$ cat config.mk
export PLATFORM = sky130hd
export DESIGN_NAME = crc32_frame_encapsulator
export DESIGN_NICKNAME = d
export VERILOG_FILES = /design/src/rtl/crcfe_pkg.sv /design/src/rtl/crc32_frame_encapsulator.sv
export SDC_FILE = /design/constraint.sdc
export NUM_CORES = 1
export LEC_CHECK = 0
export BUFFER_PORTS_ARGS = -buffer_cell sky130_fd_sc_hd__buf_2
export CORE_UTILIZATION = 40
export DETAILED_ROUTE_END_ITERATION = 10
export HOLD_SLACK_MARGIN = 0.02
export PLACE_DENSITY = 0.58
export RECOVER_POWER = 25
export SYNTH_ARGS = -nofsm -noshare
export SYNTH_HDL_FRONTEND = slang
export SYNTH_SLANG_ARGS = --single-unit
$ cat constraint.sdc
create_clock -name clk -period 3.43 [get_ports clk]
set_input_delay 0.8575 -clock clk [delete_from_list [all_inputs] [get_ports clk]]
set_output_delay 0.8575 -clock clk [all_outputs]
set_load 0.03 [all_outputs]
$ cat src/rtl/crcfe_pkg.sv
// Package for the CRC-32 frame encapsulator: payload types, link codes and CRC step.
package crcfe_pkg;

	localparam logic [8:0]  LINK_START = 9'h133;
	localparam logic [8:0]  LINK_END   = 9'h144;
	localparam logic [7:0]  BYTE_MASK  = 8'hFF;
	localparam logic [31:0] CRC_POLY   = 32'h04C1_1DB7;
	localparam logic [31:0] CRC_INIT   = 32'hFFFF_FFFF;

	typedef struct packed {
		logic [7:0] payload_byte;
		logic       end_of_packet;
	} item_t;

	typedef struct packed {
		logic [8:0] link_word;
		logic       last_of_run;
	} link_t;

	// MSB-first CRC-32 over one byte, data bits entering LSB first
	function automatic logic [31:0] crc_byte(input logic [31:0] crc_in, input logic [7:0] data);
		logic [31:0] crc;
		logic        fb;
		crc = crc_in;
		for (int k = 0; k < 8; k++) begin
			fb  = crc[31] ^ data[k];
			crc = {crc[30:0], 1'b0};
			if (fb) begin
				crc = crc ^ CRC_POLY;
			end
		end
		return crc;
	endfunction

endpackage

$ cat src/rtl/crc32_frame_encapsulator.sv
// Packet framer: start marker, payload bytes, CRC-32 trailer and end marker.
// The byte is registered in the input stage, and its first link word then in the output register.
// Throughput: one input byte per cycle for middle bytes while link_ready does not stall;
// a first byte yields two link words, a last byte six and the byte of a one-byte
// packet seven, each sent through the single-word output register.
// Reset (arst_n low, asynchronous): both stages empty, between packets, CRC all ones.
module crc32_frame_encapsulator (
	input  logic                 clk,
	input  logic                 arst_n,
	input  logic                 item_valid,
	output logic                 item_ready,
	input  crcfe_pkg::item_t     item,
	output logic                 link_valid,
	input  logic                 link_ready,
	output crcfe_pkg::link_t     link
);
	import crcfe_pkg::*;

	// word positions within the run caused by one byte
	localparam logic [2:0] WPOS_START = 3'd0;
	localparam logic [2:0] WPOS_DATA  = 3'd1;
	localparam logic [2:0] WPOS_CRC3  = 3'd2;
	localparam logic [2:0] WPOS_CRC2  = 3'd3;
	localparam logic [2:0] WPOS_CRC1  = 3'd4;
	localparam logic [2:0] WPOS_CRC0  = 3'd5;
	localparam logic [2:0] WPOS_END   = 3'd6;

	logic        inside_q;
	logic [31:0] crc_q;

	logic        valid_s1;
	logic [2:0]  pos_s1;
	logic        eop_s1;
	logic [7:0]  byte_s1;
	logic [31:0] crc_s1;

	logic        out_valid_q;
	link_t       out_q;

	logic        accept;
	logic        adv;
	logic        word_last;
	logic [8:0]  word;
	logic [31:0] crc_base;
	logic [31:0] crc_next;

	// CRC update at transaction time
	assign crc_base = inside_q ? crc_q : CRC_INIT;
	assign crc_next = crc_byte(crc_base, item.payload_byte & BYTE_MASK);

	// word select for the held item
	always_comb begin
		case (pos_s1)
			WPOS_START: word = LINK_START;
			WPOS_DATA:  word = {1'b0, byte_s1};
			WPOS_CRC3:  word = {1'b0, crc_s1[31:24]};
			WPOS_CRC2:  word = {1'b0, crc_s1[23:16]};
			WPOS_CRC1:  word = {1'b0, crc_s1[15:8]};
			WPOS_CRC0:  word = {1'b0, crc_s1[7:0]};
			WPOS_END:   word = LINK_END;
			default:    word = LINK_END;
		endcase
	end

	assign word_last  = eop_s1 ? (pos_s1 == WPOS_END) : (pos_s1 == WPOS_DATA);
	assign adv        = valid_s1 && (!out_valid_q || link_ready);
	assign item_ready = !valid_s1 || (adv && word_last);
	assign accept     = item_valid && item_ready;

	// packet state
	always_ff @(posedge clk or negedge arst_n) begin
		if (!arst_n) begin
			inside_q <= 1'b0;
			crc_q    <= CRC_INIT;
		end else if (accept) begin
			if (item.end_of_packet) begin
				inside_q <= 1'b0;
				crc_q    <= CRC_INIT;
			end else begin
				inside_q <= 1'b1;
				crc_q    <= crc_next;
			end
		end
	end

	// input stage control
	always_ff @(posedge clk or negedge arst_n) begin
		if (!arst_n) begin
			valid_s1 <= 1'b0;
			pos_s1   <= WPOS_START;
		end else if (accept) begin
			valid_s1 <= 1'b1;
			pos_s1   <= inside_q ? WPOS_DATA : WPOS_START;
		end else if (adv && word_last) begin
			valid_s1 <= 1'b0;
		end else if (adv) begin
			pos_s1 <= pos_s1 + 3'd1;
		end
	end

	// input stage payload
	always_ff @(posedge clk) begin
		if (accept) begin
			eop_s1  <= item.end_of_packet;
			byte_s1 <= item.payload_byte;
			crc_s1  <= crc_next;
		end
	end

	// output register
	always_ff @(posedge clk or negedge arst_n) begin
		if (!arst_n) begin
			out_valid_q <= 1'b0;
		end else if (adv) begin
			out_valid_q <= 1'b1;
		end else if (link_ready) begin
			out_valid_q <= 1'b0;
		end
	end

	always_ff @(posedge clk) begin
		if (adv) begin
			out_q.link_word   <= word;
			out_q.last_of_run <= word_last;
		end
	end

	assign link_valid = out_valid_q;
	assign link       = out_q;

endmodule
---- Word level (Yosys, flattened, before mapping) ----
Index checks and enable logic that the tools add are counted.
cells by class
  add/subtract/negate cells ............... 1
  eq/ne operators ......................... 7
  muxes and demuxes ....................... 21
  bitwise logic cells ..................... 16
  reductions and logical operators ........ 12
operators by type and width
  kind                   count
  $mux W27               8
  $not A14 Y14           8
  $mux W32               2
  $pmux W9 S6            1
  $eq A3 B3 Y1 const B   3
  $mux W3                3
  $xor A1 B1 Y1          8
  $mux W1                7
  $eq A3 B2 Y1 const B   2
  $reduce_bool A2 Y1     3
  $add A3 B1 Y3 const B  1
  $eq A3 B1 Y1 const B   1
  $logic_and A1 B1 Y1    3
  $logic_not A3 Y1       1
  $logic_not A1 Y1       2
  $logic_or A1 B1 Y1     2
  $ne A2 B2 Y1 const B   1
  $reduce_and A2 Y1      1
storage, ports and cells
  flip-flop bits (word level) ............. 89
  bits of input ports ..................... 13
  output and inout bits ................... 12
  logic and storage cells ................. 67

---- Logic depth before layout (Yosys ltp) ----
  depth in word-level cells ............... 18
  depth in mapped cells ................... 11
  depth with buffers taken out ............ 9

---- Worst setup path after synthesis ----
No wires, ideal clock.
  path type ............................... input to register
  start ................................... input port link_ready
  end ..................................... register byte_s1[0] (enable)
  setup time .............................. 382 ps
  arrival time ............................ 2938 ps
  data required time ...................... 3048 ps
  setup slack ............................. 110 ps
  stages .................................. 7
  cells stage by stage .................... nand2b_1 inv_1 o21ai_0 nand2_1 inv_1 buf_2 buf_2
between the ends
  word-level cells in the longest chain between the ends .. 5
RTL lines
  what                  line                             RTL
  start, declared       crc32_frame_encapsulator.sv:14   input logic link_ready,
  $logic_or A1 B1 Y1    crc32_frame_encapsulator.sv:66   assign adv = valid_s1 && (!out_valid_q || link_ready);
  $logic_and A1 B1 Y1   crc32_frame_encapsulator.sv:66
  $logic_and A1 B1 Y1   crc32_frame_encapsulator.sv:67   assign item_ready = !valid_s1 || (adv && word_last);
  $logic_or A1 B1 Y1    crc32_frame_encapsulator.sv:67
  named net item_ready  crc32_frame_encapsulator.sv:11   output logic item_ready,
  $logic_and A1 B1 Y1   crc32_frame_encapsulator.sv:68   assign accept = item_valid && item_ready;
  named net accept      crc32_frame_encapsulator.sv:40   logic accept;
  end signal, assigned  crc32_frame_encapsulator.sv:105  byte_s1 <= item.payload_byte;
  end, declared         crc32_frame_encapsulator.sv:34   logic [7:0] byte_s1;
The timed path passes the listed nets, and every way through them passes these cells.
A chain may end at the register's enable or synchronous reset.

---- Worst setup path in the final report ----
  start ................................... register pos_s1[1]
  end ..................................... output port item_ready
between the ends
  word-level cells in the longest chain between the ends .. 4
  elaborated cells on any way between the ends .. 5
  classes of those cells .................. eq/ne (2); mux (1); reduce/logical (2)
RTL lines
  what                                          line                            RTL
  start, declared                               crc32_frame_encapsulator.sv:32  logic [2:0] pos_s1;
  start signal, assigned                        crc32_frame_encapsulator.sv:93  pos_s1 <= inside_q ? WPOS_DATA : WPOS_START;
  start signal, assigned                        crc32_frame_encapsulator.sv:97  pos_s1 <= pos_s1 + 3'd1;
  $eq A3 B1 Y1 or $eq A3 B3 Y1 (tied branches)  crc32_frame_encapsulator.sv:65  assign word_last = eop_s1 ? (pos_s1 == WPOS_END) : (pos_s1 == WPOS_DATA);
  $mux W1 (*)                                   crc32_frame_encapsulator.sv:65
  $logic_and A1 B1 Y1 (*)                       crc32_frame_encapsulator.sv:67
  $logic_or A1 B1 Y1 (*)                        crc32_frame_encapsulator.sv:67
  end, declared                                 crc32_frame_encapsulator.sv:11
Every way passes the cells marked *; elsewhere a longest branch is shown, timed or not.

==> results.md <==
* Outcome: finished, violations left
* Failing checks: max-capacitance violations, max-slew violations
* CTS Root Cell: clkbuf_16
* Final HPWL DP at 7270 um
* Vias in the first global route at 2,737
* Worst-path clk slew at 0.06 ns
* Clk pwr share at 0.179
* Post-synth top flop: edfxtp_1
* Critical Path Slowest Stage Cell: ha_1
* Pwr/cell area at 1160 nW/um^2
* Final GP Congestion at 0.858
* Lkg Pwr at 1.85 nW
* Total iterations of the first detailed-routing run at 4
* Ys async rst share at 0.427
* Met1 WL at 4720 um
* Row Count at 38
* RSZ-0062 raised after global routing: false
* Wirelength per Cell at 19.1 um
* NetSw at 2.27 mW
* Arr. time, crit path at 2.25 ns
* First-pass GRT wire length at 16,100 um
* Final Hold Viols at 0
* Chip Width at 109 um
* Initial Utilization at 0.416
* Worst Slack Setup Final at 0.323 ns
* Worst setup EP type: output pin
* CP delay by family, top: adder cells
* YS warnings at 0
* Sequential area share after synthesis at 0.555
* Clock sink count at 89
* Total Wirelength at 10,000 um
* CP Max Fanout at 15
* Post-Syn Area at 4550 um^2
* Gr usage total at 0.192
* Fillers at 1,014
* DR vias/cell at 5.09
* Worst vdd ir at 0.000392 V
* Clock latency on the worst-skew pair at 0.34 ns
* Data required time of the critical path at 2.57 ns
* Core area at 10,900 um^2
* Hold_buf cts at 0
* Syn_nets at 376
* Post-synthesis to final-layout area growth at 12.6%
* Num CTS Buffers at 9
* Period minus WS final at 3.11 ns
* Cell Int Power at 3.66 mW
* CTS tree: yes
* Slowest Stage Delay on Critical Path at 0.50 ns
* Syn Area/Cell at 12.7 um^2
* Dpl cells at 509
* Met2 wire length at 4810 um
* TNS Setup at 0 ns
* Worst relative slew slack at -0.442
* Final Max Tran Viols at 39
* Final Non-Filler Cells at 525
* Maximum clock frequency at 0.322 GHz
* Die ar. at 11,800 um^2
* Layout cells sized above 1 at 0.229
* Post-Synthesis Cells at 358
* Post-CTS setup buffer count at 0
* Initial DRC Count at 155
* Worst Setup Start Kind: flop
* Post-route ant nets at 0
* Comb power frac at 0.473
* I/O pins at 25
* Final setup fails at 0
* Met3 Routed Length at 314 um
* Max layer used: met4
* Post-CTS sizing at 0
* Count of different cell masters after synthesis at 39
* Flop pwr share at 0.348
* Initial antenna violation count at 0
* Critical path class: flop to output pin
* Buffers on Ports at 24
* Max cap viols at 1
* Vias at 2,671
* EDFF count, synth at 51
* Worst Max-Slew Pin Slew at 2.16 ns
* Pre-CTS setup slack at 0.696 ns
* Die Y at 109 um
* Multi-input gate area at 1870 um^2
* Crit path cell chain: inv_1 -> ha_1 -> nor3b_1 -> a31oi_1 -> o21ai_0 -> buf_2
* Final Skew at 0.00765 ns
* Antenna Diode Count at 0
* Nets at 398
* Pin count of the biggest net entering global routing at 50
* Switching Share at 0.383
* Flops & latches, synth at 89
* Post-route DRC at 0
* CTS H-tree depth at 3
* HP Class: flop to flop
* GR Overflow Total at 0
* Worst path buffer plus inverter count at 2
* Sequential cell area at 2520 um^2
* Final period util at 0.906
* Clock Path Buffers at 2
-- path summary, 6_finish.rpt --
| path | startpoint | end | slack (ns) | depth (start not counted) |
|---|---|---|---|---|
| max | pos_s1[1] | item_ready | 0.32 | 6 |
| min | crc_q[21] | crc_q[21] | 0.45 | 2 |
| max reg2reg | pos_s1[1] | crc_q[22] | 0.81 | 10 |
| min reg2reg | crc_q[21] | crc_q[21] | 0.45 | 2 |
| max in group asynchronous | arst_n | inside_q | 1.06 | 1 |
| min in group asynchronous | arst_n | valid_s1 | 1.14 | 1 |
-- kinds of logic (layout without fill, tap and decap cells) --
kind of cell | count (synthesis) | after routing | share of synthesized area
multiplexers | 4 | 4 | 0.00963
AO/OA/AOI/OAI | 57 | 57 | 0.0960
buffers and inverters | 34 | 61 | 0.0333
adder cells (fa/ha/maj) | 5 | 5 | 0.0138
AND/OR/NAND/NOR | 77 | 77 | 0.0845
flip-flops | 89 | 89 | 0.555
XOR/XNOR | 92 | 92 | 0.208
-- power by group through the flow --
stage	logic (mW)	registers (mW)	clock network, mW
floorplan	2.06	2.09	0
global placement	2.81	2.08	0
detailed placement	2.83	2.09	0
CTS	2.84	2.07	1.09
global route	3.06	2.12	1.13
finish	2.81	2.06	1.06
-- placed cells by master (no fill, tap or decap), types with 4 or more instances in the layout --
| cell | instances |
|---|---|
| nor2b_1 | 10 |
| o21ai_0 | 12 |
| nand2_1 | 29 |
| a221o_1 | 4 |
| dfstp_2 | 32 |
| o22a_1 | 20 |
| xnor2_2 | 9 |
| dfrtp_1 | 6 |
| clkbuf_16 | 9 |
| nand3_1 | 7 |
| xnor2_1 | 50 |
| ha_1 | 5 |
| clkbuf_1 | 11 |
| a31oi_1 | 4 |
| a21oi_1 | 4 |
| xor2_1 | 28 |
| nor2_1 | 10 |
| inv_1 | 11 |
| buf_4 | 7 |
| nand2b_1 | 13 |
| buf_2 | 14 |
| a221oi_1 | 6 |
| edfxtp_1 | 51 |
-- cells in the mapped netlist, types with 3 or more instances --
master,instances,share of area
nor2_1,10,0.0083
xor2_1,28,0.054
edfxtp_1,51,0.34
a21oi_1,4,0.0044
o21ai_0,12,0.013
a221o_1,4,0.0088
xnor2_1,50,0.096
and2b_1,3,0.0050
buf_4,4,0.0066
o31a_1,3,0.0058
nor2b_1,10,0.014
dfrtp_1,6,0.033
nand3_1,7,0.0077
buf_2,6,0.0066
dfstp_2,32,0.18
ha_1,5,0.014
a221oi_1,6,0.012
o22a_1,20,0.039
nand2b_1,13,0.018
mux2_2,3,0.0074
a31oi_1,4,0.0055
nand2_1,29,0.024
inv_1,12,0.0099
clkbuf_1,11,0.0091
xnor2_2,9,0.032
-- sequential cells by signal (all words and copies together), names as in the netlist --
register,flops
eop_s1,1
link_valid,1
inside_q,1
pos_s1,3
crc_q,32
valid_s1,1
link,10
byte_s1,8
crc_s1,32
-- through the flow --
stage,utilization,power [mW],hold slack [ns],instance area [um^2]
after detailed placement,0.440,4.92,0.446,4810
after CTS,0.469,6.00,0.456,5130
final,0.468,5.93,0.454,5120
after global routing,0.468,6.31,0.483,5120
after global placement,0.440,4.89,0.440,4810
after floorplan,-,4.15,0.431,4550
-- cell type report --
class	count	share of cell area
clock inverters	6	0.0176
repair buffers	32	0.0352
well taps	140	0.0342
multi-input cells	235	0.366
clock buffers	10	0.0447
inverters	13	0.00978
flip-flops and latches	89	0.493
-- worst reg2reg max path, stage by stage (launching register included) --
cell and delay (ns):
dfrtp_1 0.41, inv_1 0.08, ha_1 0.50, nor3b_1 0.25, a31oi_1 0.09, o21ai_0 0.31
nand2_1 0.18, inv_2 0.12, buf_4 0.33, o21ai_0 0.18, nand2_1 0.10
-- layer usage --
metal	vias to the layer above	track usage
met1	1314	0.260
met4	0	0.0849
met2	58	0.299
met3	13	0.0347
met5	-	0
li1	1286	-
(Power assumes the default switching activity.)
